[config.mk]
export PLATFORM = sky130hd
export DESIGN_NAME = ntc_div
export DESIGN_NICKNAME = d
export VERILOG_FILES = /design/src/hw/rtl/ntc_pkg.sv /design/src/hw/rtl/ntc_div.sv
export SDC_FILE = /design/constraint.sdc
export NUM_CORES = 1
export LEC_CHECK = 0
export ABC_AREA = 1
export BUFFER_PORTS_ARGS = -buffer_cell sky130_fd_sc_hd__buf_2
export CAP_MARGIN = 15
export CORE_AREA = 10 10 176 178
export CTS_CLUSTER_SIZE = 10
export DETAILED_ROUTE_END_ITERATION = 16
export DIE_AREA = 0 0 186 188
export HOLD_SLACK_MARGIN = 0.15
export PLACE_DENSITY_LB_ADDON = 0.12
export REMOVE_ABC_BUFFERS = 1
export SYNTH_ARGS = -nofsm -noshare
export SYNTH_HDL_FRONTEND = slang
export SYNTH_SLANG_ARGS = --single-unit
[constraint.sdc]
create_clock -name clk -period 3.8 [get_ports clk]
set_input_delay 0.38 -clock clk [delete_from_list [all_inputs] [get_ports clk]]
set_output_delay 0.38 -clock clk [all_outputs]
set_load 0.005 [all_outputs]
[src/hw/rtl/ntc_pkg.sv]
// ----------------------------------------------------------------------------
// ntc_pkg
// shared types and constants for the ntc beta thermometer
// ----------------------------------------------------------------------------
package ntc_pkg;

  localparam int unsigned FracBits = 24;
  localparam logic [29:0] Ln2Q30 = 30'd744261118;
  localparam int ZeroCCentiK = 27315;

  localparam logic [1:0] STATUS_REPORTED = 2'd0;
  localparam logic [1:0] STATUS_SMALL    = 2'd1;
  localparam logic [1:0] STATUS_INVALID  = 2'd2;

  localparam logic [2:0] REG_SUPPLY  = 3'd0;
  localparam logic [2:0] REG_FIXED   = 3'd1;
  localparam logic [2:0] REG_NOMR    = 3'd2;
  localparam logic [2:0] REG_NOMT    = 3'd3;
  localparam logic [2:0] REG_BETA    = 3'd4;
  localparam logic [2:0] REG_DELTA   = 3'd5;

  typedef enum logic [2:0] {
    DIV_IDLE,
    DIV_RUN
  } div_state_t;

  typedef enum logic [3:0] {
    ST_IDLE,
    ST_RDIV,
    ST_RWAIT,
    ST_LOGN,
    ST_LOGD,
    ST_LN,
    ST_DEN,
    ST_TDIV,
    ST_TWAIT,
    ST_OUT
  } ntc_state_t;

endpackage

[src/hw/rtl/ntc_div.sv]
// ----------------------------------------------------------------------------
// ntc_div
// restoring divider, one quotient bit per cycle, 64 bit unsigned
// ----------------------------------------------------------------------------
module ntc_div (
  input  logic        clk,
  input  logic        rst,
  input  logic        start,
  input  logic [63:0] dividend,
  input  logic [63:0] divisor,
  output logic        done,
  output logic [63:0] quotient
);
  import ntc_pkg::*;

  div_state_t state, state_next;
  logic [6:0]   count;
  logic [63:0]  quo;
  logic [64:0]  rem;
  logic [63:0]  dsr;
  logic [64:0]  trial;

  assign trial = {rem[63:0], quo[63]};
  assign quotient = quo;

  always_comb begin
    state_next = state;
    done = 1'b0;
    case (state)
      DIV_IDLE: if (start) state_next = DIV_RUN;
      DIV_RUN: if (count == 7'd64) begin
        state_next = DIV_IDLE;
        done = 1'b1;
      end
      default: state_next = DIV_IDLE;
    endcase
  end

  always_ff @(posedge clk) begin
    if (rst) begin
      state <= DIV_IDLE;
      count <= '0;
    end else begin
      state <= state_next;
      if (state == DIV_IDLE) count <= '0;
      else if (count != 7'd64) count <= count + 7'd1;
    end
  end

  always_ff @(posedge clk) begin
    if (state == DIV_IDLE && start) begin
      quo <= dividend;
      rem <= '0;
      dsr <= divisor;
    end else if (state == DIV_RUN && count != 7'd64) begin
      if (trial >= {1'b0, dsr}) begin
        rem <= trial - {1'b0, dsr};
        quo <= {quo[62:0], 1'b1};
      end else begin
        rem <= trial;
        quo <= {quo[62:0], 1'b0};
      end
    end
  end

endmodule

### After elaboration in Yosys (flattened, before gate mapping)

Index checks and enable logic that the tools add are counted.

| storage, ports and cells | value |
|---|---|
| word-level logic and storage cells | 28 |
| memories kept | 0 |
| memory bits (read-only) | 0 |
| input bits | 131 |
| RAM bits | 0 |
| bits in latches | 0 |
| register bits after elaboration | 202 |

| operators by class | value |
|---|---|
| equality and inequality tests | 5 |
| muxes and demuxes | 9 |
| magnitude comparators | 1 |
| shift operators | 0 |
| bitwise operators | 0 |
| $mul | 0 |
| reduce and logical (&&, ||, !) cells | 6 |
| div/mod/pow operators | 0 |
| add/subtract/negate cells | 2 |

Operator list:

| operator | count |
|---|---|
| $mux W64 | 3 |
| $ge A65 B64 Y1 | 1 |
| $sub A64 B64 Y64 | 1 |
| $add A7 B1 Y7 const B | 1 |
| $eq A7 B7 Y1 const B | 1 |
| $ne A7 B7 Y1 const B | 1 |
| $mux W3 | 2 |
| $pmux W3 S2 | 1 |
| $ne A2 B2 Y1 const B | 2 |
| $eq A3 B1 Y1 const B | 1 |
| $logic_not A3 Y1 | 1 |
| $mux W1 | 3 |
| $logic_and A1 B1 Y1 | 2 |
| $reduce_and A2 Y1 | 1 |
| $reduce_bool A2 Y1 | 1 |
| $reduce_or A2 Y1 | 1 |

### Longest topological paths before layout

| depth | value |
|---|---|
| word-level depth | 4 |
| gate-level depth with buffers | 19 |
| gate-level depth less buffers | 18 |

### Worst setup path after synthesis

OpenSTA, ideal clock, no wires.

| timing | value |
|---|---|
| kind | register to register |
| from | register count[0] |
| to | register quo[0], in the netlist quotient[0] (enable) |
| setup slack | 0.275 ns |
| arrival time | 3.071 ns |
| period minus slack after synthesis | 3.525 ns |
| stages on the path, launching flop included | 9 |
| library setup time | 0.454 ns |
| required time | 3.346 ns |
| cell sequence | dfxtp_1 -> inv_1 -> ha_1 -> nand4_1 -> inv_2 -> nor2_1 -> nor2_1 -> clkinv_1 -> clkbuf_1 |

| on the way | value |
|---|---|
| word-level cells in the longest chain between the ends | 3 |

RTL lines:

| what | line | source |
|---|---|---|
| start, declared | ntc_div.sv:17 | `logic [6:0] count;` |
| start signal, assigned | ntc_div.sv:46 | `else if (count != 7'd64) count <= count + 7'd1;` |
| $ne A7 B7 Y1 | ntc_div.sv:55 | `end else if (state == DIV_RUN && count != 7'd64) begin` |
| $logic_and A1 B1 Y1 | ntc_div.sv:55 |  |
| $reduce_bool A2 Y1 (no source line) | n/a |  |
| end signal, assigned | ntc_div.sv:52 | `quo <= dividend;` |
| end signal, assigned | ntc_div.sv:58 | `quo <= {quo[62:0], 1'b1};` |
| end signal, assigned | ntc_div.sv:61 | `quo <= {quo[62:0], 1'b0};` |
| end, declared | ntc_div.sv:18 | `logic [63:0] quo;` |

No other way between the ends.
A chain may end at the register's enable or synchronous reset.

### Final worst setup path

| timing | value |
|---|---|
| from | register dsr[8] |
| to | register rem[25] |

| on the way | value |
|---|---|
| word-level cells in the longest chain between the ends | 2 |

RTL lines:

| what | line | source |
|---|---|---|
| start, declared | ntc_div.sv:20 | `logic [63:0] dsr;` |
| start signal, assigned | ntc_div.sv:54 | `dsr <= divisor;` |
| $sub A64 B64 Y64 or $ge A65 B64 Y1 (tied branches) | ntc_div.sv:57, ntc_div.sv:56 |  |
| $mux W64 * | ntc_div.sv:56 | `if (trial >= {1'b0, dsr}) begin` |
| end signal, assigned | ntc_div.sv:57 | `rem <= trial - {1'b0, dsr};` |
| end signal, assigned | ntc_div.sv:60 | `rem <= trial;` |
| end, declared | ntc_div.sv:19 | `logic [64:0] rem;` |

Every way passes the cells marked *; elsewhere a longest branch is shown, timed or not.

==> metrics.cfg <==
[outcome]
status = complete, no violations

[sta]
finalClockSkew_ps = 15.7
hold_viol = 0
slew_violations = 0
rsz0062_at_grt = false
timing.final.crit_period_ps = 3080
setup_violations = 0
period_share_pct = 81.1
setup_slack_ps = 719
tightest_slew_ps = 923
slew_headroom_pct = 38.5
fin_tns_setup_ps = 0
timing.fmax_ghz = 0.325

[logic_synthesis]
yosysMostFrequentCell = nand2_1
synth_top_family_by_area = simple AND/OR/NAND/NOR gates
ys_ff_latch = 200
synthTopCellsByCount = 915 x nand2_1, 424 x inv_1, 146 x nand3_1, 128 x edfxtp_1, 120 x nor2_1
async_reset_ff_share_pct = 0
synth_cell_type_count = 35
synth_fa_ha_area_share_pct = 5.90
synth_largest_area_cell = edfxtp_1
synth-xor-area-share_pct = 2.08
synth_area_mm2 = 0.0143
synth-compound-area-share_pct = 3.78
yosys-top-cells-area = edfxtp_1 27%, nand2_1 24%, inv_1 11%
synth.avg_cell_area_um2 = 6.56
synth_edf_count = 128
ys_seq_area_share_pct = 36.9
yosysWarnings = 0
muxShareOfSynthArea_pct = 0
yosys.area_share.simple_pct = 37.6
synth_cells = 2186
synth_top_flop_cell = edfxtp_1
yosys.area.top_type_share_pct = 26.8

[floorplan]
dieArea_mm2 = 0.0350
die_x_um = 186
die_h_um = 188
coreArea_mm2 = 0.0275
io_pins = 196
initial_core_util_pct = 52.2
num_rows = 61

[global_routing]
globalRouteOverflowTotal = 0
grt_pass1_vias = 13807
grt_pass1_wl_mm = 73.5
grt_max_degree = 96
antenna_found_initial = 0
gr-usage-all-layers_pct = 27.0

[clock_network]
post_cts_resized = 0
cts_root_buf = clkbuf_16
clock_latency_ps = 470
clock_sinks = 200
cts_setup_buffers = 0
clock_path_buffers = 2
htreeDepth = 4
clk_pin_slew_ps = 90
numCtsBuffers = 17
cts_tree = yes

[layout]
multi_input_area_mm2 = 0.00708
final_cells = 2786
syn_to_final_growth_pct = 17.3
finish.utilization_pct = 61.2
fillers = 2632
diodes = 0
drive_gt1_share_pct = 12.1
nets = 2625
seqCellArea_mm2 = 0.00529

[detailed_routing]
wl_per_cell_um = 16.8
first_pass_iters = 5
drt-initial-drc-count = 1065
drt-vias-per-instance = 5.01
post-route-drc-count = 0
wirelength_mm = 46.8
vias = 13960
ant_nets = 0

[min_path]
min_path_type = input port to flop

[placement]
gp_congestion = 1.02
portBuffers = 195
dp_hpwl_mm = 36.4
dp_cells = 2689
pre_cts_ws_ps = 821

[worst_setup_path]
cp-end-kind = flop
cp.arrival_ps = 3420
cp_data_required_time_ps = 4140
critPathKind = flop to flop
worstSetupStartpointType = flop
critPathMaxFanout = 65

[pwr]
p_leak_uw = 0.00924
power-per-cell-area_mw_per_mm2 = 540
peakVddDrop_v = 0.000408

[job]
drv_cap = 0

==> metal layers <==
metal / track usage (%) / routed length [µm]
met2: 43.0 / 20900
met1: 34.7 / 20800
met5: 0 / 0
met4: 7.94 / 1240
met3: 7.71 / 3890
==> metrics by stage <==
stage / total power [µW] / area (µm²) / hold slack (ps)
4_1_cts: 9060 / 16800 / 157
2_1_floorplan: 5820 / 14000 / 439
3_5_place_dp: 7080 / 15600 / 460
3_3_place_gp: 7050 / 15600 / 451
5_1_grt: 9740 / 16800 / 174
6_report: 9080 / 16800 / 171
==> worst max-delay path, stage by stage, from the launching register on <==
cell and delay (ps):
edfxtp_1 330, inv_1 40, ha_1 340, nand2_2 140, inv_2 40, nand2_1 60, nand2_1 80, inv_2 60
nand3_2 140, nand2_2 90, nand2_2 100, nand2_1 130, nand2_2 110, nand2_2 110, buf_4 660, nand3_1 200
nand3_1 140, o21ai_1 70
==> layout by cell type (no fill, tap or decap), types with 31 or more instances in the layout <==
| cell | instances |
|---|---|
| a21oi_1 | 49 |
| buf_2 | 195 |
| dfxtp_1 | 72 |
| dlygate4sd3_1 | 65 |
| edfxtp_1 | 128 |
| ha_1 | 66 |
| inv_1 | 423 |
| nand2_1 | 914 |
| nand3_1 | 146 |
| nand3b_1 | 31 |
| nor2_1 | 118 |
==> sequential cells by signal (all words and copies together), names as in the netlist <==
name / flops
count: 7
dsr: 64
quotient: 64
rem: 64
state: 1
==> layout make-up <==
cell class / count / area share, %
clock inverters: 14 / 1.03
repair buffers: 269 / 10.3
well taps: 346 / 2.57
inverters: 447 / 10.0
multi-input cells: 1492 / 42.1
flip-flops and latches: 200 / 31.4
clock buffers: 18 / 2.55
==> power breakdown <==
group | internal (µW) | switching [µW] | total (µW)
registers | 2700 | 209 | 2910
clock network | 945 | 957 | 1900
logic | 1480 | 2780 | 4260
total | 5130 | 3950 | 9080
==> what timing repair did <==
action	in CTS	in global routing
setup endpoints to repair	0	0
endpoints found under the hold margin	65	0
hold buffers	65	0
==> path summary, 6_finish.rpt <==
| path | startpoint | endpoint | slack, ps | depth (start not counted) |
|---|---|---|---|---|
| hold reg to reg | count[6] | count[6] | 470 | 2 |
| setup reg to reg | dsr[8] | rem[25] | 720 | 17 |
| setup / recovery | dsr[8] | rem[25] | 720 | 17 |
| hold / removal | dividend[3] | quotient[3] | 170 | 3 |
==> cell families after synthesis <==
group / Yosys count
buffers and inverters: 494
AOI/OAI and AO/OA: 102
DFF: 200
and+or+nand+nor: 1289
xor gates and xnor gates: 34
adders and majority gates: 67
(Power assumes the default switching activity.)
