--- config.mk ---
export PLATFORM = sky130hd
export DESIGN_NAME = ntc_log
export DESIGN_NICKNAME = d
export VERILOG_FILES = /design/src/hw/rtl/ntc_pkg.sv /design/src/hw/rtl/ntc_log.sv
export SDC_FILE = /design/constraint.sdc
export NUM_CORES = 2
export LEC_CHECK = 0
export BUFFER_PORTS_ARGS = -buffer_cell sky130_fd_sc_hd__buf_2
export CORE_MARGIN = 3
export CORE_UTILIZATION = 60
export CTS_CLUSTER_DIAMETER = 150
export DETAILED_ROUTE_END_ITERATION = 6
export GPL_ROUTABILITY_DRIVEN = 0
export PLACE_DENSITY = 0.77
export SKIP_LAST_GASP = 1
export SYNTH_ARGS = -nofsm -noshare
export SYNTH_HDL_FRONTEND = slang
export SYNTH_SLANG_ARGS = --single-unit
--- constraint.sdc ---
create_clock -name clk -period 13.9 [get_ports clk]
set_clock_uncertainty 0.15 [all_clocks]
set_input_delay 0 -clock clk [delete_from_list [all_inputs] [get_ports clk]]
set_output_delay 0 -clock clk [all_outputs]
set_load 0.005 [all_outputs]
--- src/hw/rtl/ntc_pkg.sv ---
// ----------------------------------------------------------------------------
// ntc_pkg
// shared types and constants for the ntc beta thermometer
// ----------------------------------------------------------------------------
package ntc_pkg;

  localparam int unsigned FracBits = 24;
  localparam logic [29:0] Ln2Q30 = 30'd744261118;
  localparam int ZeroCCentiK = 27315;

  localparam logic [1:0] STATUS_REPORTED = 2'd0;
  localparam logic [1:0] STATUS_SMALL    = 2'd1;
  localparam logic [1:0] STATUS_INVALID  = 2'd2;

  localparam logic [2:0] REG_SUPPLY  = 3'd0;
  localparam logic [2:0] REG_FIXED   = 3'd1;
  localparam logic [2:0] REG_NOMR    = 3'd2;
  localparam logic [2:0] REG_NOMT    = 3'd3;
  localparam logic [2:0] REG_BETA    = 3'd4;
  localparam logic [2:0] REG_DELTA   = 3'd5;

  typedef enum logic [2:0] {
    DIV_IDLE,
    DIV_RUN
  } div_state_t;

  typedef enum logic [3:0] {
    ST_IDLE,
    ST_RDIV,
    ST_RWAIT,
    ST_LOGN,
    ST_LOGD,
    ST_LN,
    ST_DEN,
    ST_TDIV,
    ST_TWAIT,
    ST_OUT
  } ntc_state_t;

endpackage

--- src/hw/rtl/ntc_log.sv ---
// ----------------------------------------------------------------------------
// ntc_log
// log2 in q24, msb search then one squaring per fraction bit
// ----------------------------------------------------------------------------
module ntc_log (
  input  logic        clk,
  input  logic        rst,
  input  logic        start,
  input  logic [63:0] x,
  output logic        done,
  output logic [29:0] result
);
  import ntc_pkg::*;

  logic        busy;
  logic        norm;
  logic        fin;
  logic [5:0]  p;
  logic [4:0]  bitn;
  logic [63:0] xs;
  logic [31:0] m;
  logic [63:0] sq;
  logic [33:0] sqs;
  logic [29:0] acc;

  assign sq = m * m;
  assign sqs = sq[63:30];
  assign result = acc;
  assign done = fin;

  always_ff @(posedge clk) begin
    if (rst) begin
      busy <= 1'b0;
      fin  <= 1'b0;
    end else begin
      fin <= 1'b0;
      if (start) busy <= 1'b1;
      else if (busy && !norm && bitn == 5'd0) begin
        busy <= 1'b0;
        fin  <= 1'b1;
      end
    end
  end

  always_ff @(posedge clk) begin
    if (start) begin
      xs   <= x;
      p    <= 6'd63;
      norm <= 1'b1;
      bitn <= 5'd24;
    end else if (busy && norm) begin
      if (xs[63] || p == 6'd0) begin
        norm <= 1'b0;
        m    <= {1'b0, xs[63:33]};
        acc  <= {p, 24'd0};
      end else begin
        xs <= {xs[62:0], 1'b0};
        p  <= p - 6'd1;
      end
    end else if (busy && bitn != 5'd0) begin
      bitn <= bitn - 5'd1;
      if (sqs[31]) begin
        m <= sqs[32:1];
        acc[bitn - 5'd1] <= 1'b1;
      end else begin
        m <= sqs[31:0];
      end
    end
  end

endmodule

; ---- Word level (Yosys, flattened, before mapping)
; Cells that the tools add are included.
[op_classes]
add_sub_neg = 2
n_mul = 1
n_lt_le_gt_ge = 2
n_eq_ne = 2
mux = 16
n_bitwise = 4
n_reduce_logical = 21
[ops]
columns = op, n
row1 = $mux 64, 3
row2 = $mux 32, 4
row3 = $mux 30, 4
row4 = $mul 32x32->63, 1
row5 = $or 30x30->30, 1
row6 = $reduce_and 2->1, 4
row7 = $reduce_bool 2->1, 4
row8 = $logic_not 6->1, 1
row9 = $lt 5x6->1 const B, 1
row10 = $sub 6x1->6 const B, 1
row11 = $demux 1 s5, 1
row12 = $ge 5x1->1 const B, 1
row13 = $logic_and 1x1->1, 5
row14 = $logic_not 5->1, 1
row15 = $reduce_bool 5->1, 1
row16 = $sub 5x1->5 const B, 1
row17 = $mux 1, 4
row18 = $reduce_and 4->1, 1
row19 = $not 1->1, 3
row20 = $reduce_and 3->1, 1
row21 = $ne 2x1->1 const B, 1
row22 = $ne 2x2->1 const B, 1
row23 = $reduce_or 2->1, 1
row24 = $logic_not 1->1, 1
row25 = $logic_or 1x1->1, 1
[totals]
reg_bits = 140

; ---- Depth between registers and ports, before layout
[logic_depth]
word_depth = 9
depth_mapped = 30
depth_no_buf = 27

; ---- Least setup slack after synthesis
; Ideal clock, no wire load.
[synth_timing]
path_kind = register to register
start = register m[4]
end = register acc[0] (netlist: result[0]) (enable)
arrival_time_ns = 9.519
setup_slack_ns = 3.776
path_stages_with_launch = 29
path_buffers = 3
period_less_slack_ns = 10.124
cell_sequence = edfxtp_1 clkbuf_1 clkbuf_1 nand2_1 fa_1 inv_1 fa_1 inv_1 fa_1 fa_1 inv_1 fa_1 inv_1 fa_1 inv_1 fa_1 fa_1 ha_1 and3_2 nand3_1 or3_1 o211a_1 nand4b_4 a31oi_4 a31oi_4 xnor2_4 buf_6 nor2_2 nor3_1
[synth_via]
elab_chain_cells = 3
[synth_rtl]
columns = element, line
row1 = from (decl), ntc_log.sv:21  ; logic [31:0] m;
row2 = from (signal assigned), ntc_log.sv:54  ; m <= {1'b0, xs[63:33]};
row3 = from (signal assigned), ntc_log.sv:63  ; m <= sqs[32:1];
row4 = from (signal assigned), ntc_log.sv:66  ; m <= sqs[31:0];
row5 = $mul 32x32->63, ntc_log.sv:26  ; assign sq = m * m;
row6 = $reduce_bool 2->1 (no line), n/a
row7 = $reduce_and 4->1 (no line), n/a
row8 = to (signal assigned), ntc_log.sv:55  ; acc <= {p, 24'd0};
row9 = to (decl), ntc_log.sv:24  ; logic [29:0] acc;
; Every way passes these cells.
; A chain may end at the register's enable or synchronous reset.

; ---- Final worst setup path
[layout_timing]
start = register m[8]
end = register acc[25] (netlist: result[25]) (enable)
; Same word-level chain as after synthesis.

==> impl_metrics.tcl <==
set metrics [dict create \
    run_status "finished, final reports clean" \
    via_count_of_the_first_global_routing_pass 27200 \
    clock_sink_count 140 \
    end_kind "flip-flop" \
    route.detailed.drc 0 \
    cts_tree "done" \
    synth_largest_type_area_fraction_pct 46.0 \
    layout_min_cycle_time_ps 9310 \
    ctsLongestPathBuffers 2 \
    yosysSeqAreaShare_pct 11.6 \
    synth_enable_flop_cells 126 \
    setup_repair_after_global_routing_missed_its_margin "no" \
    cpMostUsedCell "sky130_fd_sc_hd__fa_1" \
    cts-buffers-inserted 17 \
    hold_class "input pin to flip-flop" \
    setup_tns_ps 0 \
    timing.hold.worst_path_depth 3 \
    die-height_um 248 \
    synth_cells 3578 \
    core-area_mm2 0.0570 \
    timing.setup.critical_path_class "flip-flop to flip-flop" \
    grt_max_degree 90 \
    worst_hold_endpoint "busy$_SDFFE_PP0P_" \
    wire_per_inst_um 19.5 \
    antenna_violating_nets_post_route 0 \
    fmax_mhz 107 \
    synth.ff_latch_count 140 \
    clkLatencyLatePin_ps 440 \
    synthesis.area_per_instance_um2 9.79 \
    ctsHtreeMaxLevel 4 \
    synth_top_family_by_area "adder cells" \
    post_synth_xor_area_fraction_pct 1.50 \
    ff2ff_setup_slack_ps 4590 \
    antenna_found_initial 3 \
    hold_start "rst" \
    timing.critical_path.slowest_stage_cell "sky130_fd_sc_hd__edfxtp_1" \
    timing.final.max_slew_violations 0 \
    root_buffer "sky130_fd_sc_hd__clkbuf_16" \
    gr-usage-all-layers_pct 30.1 \
    drt_first_iter_violations 1626 \
    netlist_area_mm2 0.0350 \
    timing.critical_path.buf_inv 6 \
    nNetsFinal 4803 \
    rows 87 \
    detail_route.first_pass.iterations 5 \
    synthMostInstantiatedCell "sky130_fd_sc_hd__inv_1" \
    grt_first_pass_wirelength_mm 142 \
    dp_hpwl_mm 65.6 \
    synth.area.mux_share_pct 2.94 \
    timing.critical_path.required_ps 13840 \
    final_layout_size_suffix_gt1_share_pct 6.73 \
    max_cap_violations 0 \
    synth-warning-count 0 \
    startpoint_type "flip-flop" \
    port_buffers 97 \
    report.final.setup_viol 0 \
    crit_path_max_incr_delay_ps 1010 \
    critical_path.top_delay_family "adder cells" \
    slew_headroom_pct 32.8 \
    routed_vias 24400 \
    floorplan.initialDensity_pct 61.4 \
    cp_max_fo 34 \
    floorplan.io_pins 98 \
    worst_ep_arrival_time_ps 9250 \
    final_hold_viol_count 0 \
    syn_to_final_growth_pct 6.96 \
    global_route_overflow 0 \
    min_period_over_period_pct 67.0 \
    synth_common_cells "996 x sky130_fd_sc_hd__inv_1, 805 x sky130_fd_sc_hd__fa_1, 341 x sky130_fd_sc_hd__nand2_1, 275 x sky130_fd_sc_hd__ha_1, 229 x sky130_fd_sc_hd__and2_1" \
    mappedNetlistNets 4725 \
    post_synth_main_area_contributors "sky130_fd_sc_hd__fa_1 46%, sky130_fd_sc_hd__edfxtp_1 11%, sky130_fd_sc_hd__inv_1 11%" \
    reg2regPathDepth 26 \
    actual_slew_at_the_worst_max_slew_pin_ps 1010 \
    drt-vias-per-instance 5.50 \
    synth_compound_gate_area_share_pct 5.08 \
    totalWireLength_mm 86.2 \
    die_area_mm2 0.0613 \
    yosys.area_share.simple_pct 10.8 \
    synth_area_leader_cell "sky130_fd_sc_hd__fa_1" \
    crit-reg2reg-capture "result[25]$_DFFE_PP_" \
    cts_setup_buffers 0 \
    reg2reg_from "m[8]$_DFFE_PP_" \
    setup.worst_path.start "m[8]$_DFFE_PP_" \
    ys.flop_type "sky130_fd_sc_hd__edfxtp_1" \
    clk_pin_slew_ps 70 \
    synth.distinct_cells 62 \
    yosys.area_share.adder_pct 55.8 \
    asyncSetResetFlopFracSynth_pct 0 \
    dieWidth_um 248 \
]
[stage by stage]
| stage | utilization, % | instance area, um2 | setup WS (ps) | hold slack (ps) | cells |
|---|---|---|---|---|---|
| 4_1_cts | 65.7 | 37500 | 4570 | 122 | 4425 |
| 3_5_place_dp | 63.5 | 36200 | 4640 | 42.5 | 4328 |
| 2_1_floorplan | - | 35000 | 3780 | -80.9 | 3578 |
| 6_report | 65.7 | 37500 | 4590 | 148 | 4427 |
| 5_1_grt | 65.7 | 37500 | 4180 | 160 | 4426 |
| 3_3_place_gp | 63.5 | 36200 | 4750 | 47.4 | 4328 |
[cell usage in the layout (no fill, tap or decap), types with 39 or more instances in the layout]
cell type	Yosys	final
sky130_fd_sc_hd__inv_1	996	996
sky130_fd_sc_hd__fa_1	805	805
sky130_fd_sc_hd__nand2_1	341	340
sky130_fd_sc_hd__ha_1	275	275
sky130_fd_sc_hd__and2_1	229	228
sky130_fd_sc_hd__edfxtp_1	126	126
sky130_fd_sc_hd__a21oi_1	99	99
sky130_fd_sc_hd__nor2_1	98	97
sky130_fd_sc_hd__buf_2	3	97
sky130_fd_sc_hd__o21ai_0	71	71
sky130_fd_sc_hd__dlygate4sd3_1	0	65
sky130_fd_sc_hd__mux2_2	64	64
sky130_fd_sc_hd__a21o_1	40	40
sky130_fd_sc_hd__buf_4	0	39
[repair_timing]
action,in CTS,in global routing
resized for setup,0,0
hold buffers,65,0
hold endpoints to repair,66,0
setup endpoints to repair,0,0
[layer usage]
metal	vias to the layer above	GRT usage (%)	share of wire, %
li1	10800	-	-
met1	12400	38.0	37
met2	958	53.0	51
met3	219	4.63	7.8
met4	2	10.4	4.1
met5	-	0	0.015
[kinds of logic (layout without fill, tap and decap cells)]
family          after synthesis  after routing
compound gates              287            287
xor+xnor                     58             58
fa+ha+maj                  1080           1080
buf+inv                    1138           1229
flops                       140            140
mux                          95             95
other cells                   0              2
simple gates                780            780
[sequential cells by signal, summed over array words and instances, names as in the netlist]
register	cells
result	30
bitn	5
busy	1
xs	64
done	1
m	32
norm	1
p	6
[worst min-delay path, cell delays in order]
cell                            delay, ps
sky130_fd_sc_hd__dlygate4sd3_1        520
sky130_fd_sc_hd__buf_2                130
sky130_fd_sc_hd__a21oi_1               40
[layout make-up]
class / count / area, um2
antenna: 2 / 5.00
tap: 756 / 946
clock inverter: 14 / 176
fill: 4442 / 19600
inverter: 996 / 3740
multi-input combinational: 2300 / 26700
sequential: 140 / 4060
timing repair buffer: 201 / 1430
clock buffer: 18 / 429
[worst max path at each step]
stage / depth (start not counted) / to
CTS: 26 / result[4]$_SDFFCE_PP0P_
global placement: 26 / result[20]$_SDFFCE_PP0P_
finish: 26 / result[25]$_DFFE_PP_
floorplan: 28 / result[0]$_SDFFCE_PP0P_
detailed placement: 28 / result[16]$_SDFFCE_PP0P_
global route: 26 / result[25]$_DFFE_PP_
Power is left out: the tool's default activity adds up to more than one toggle a clock period on the data nets, which glitch-free logic cannot reach.
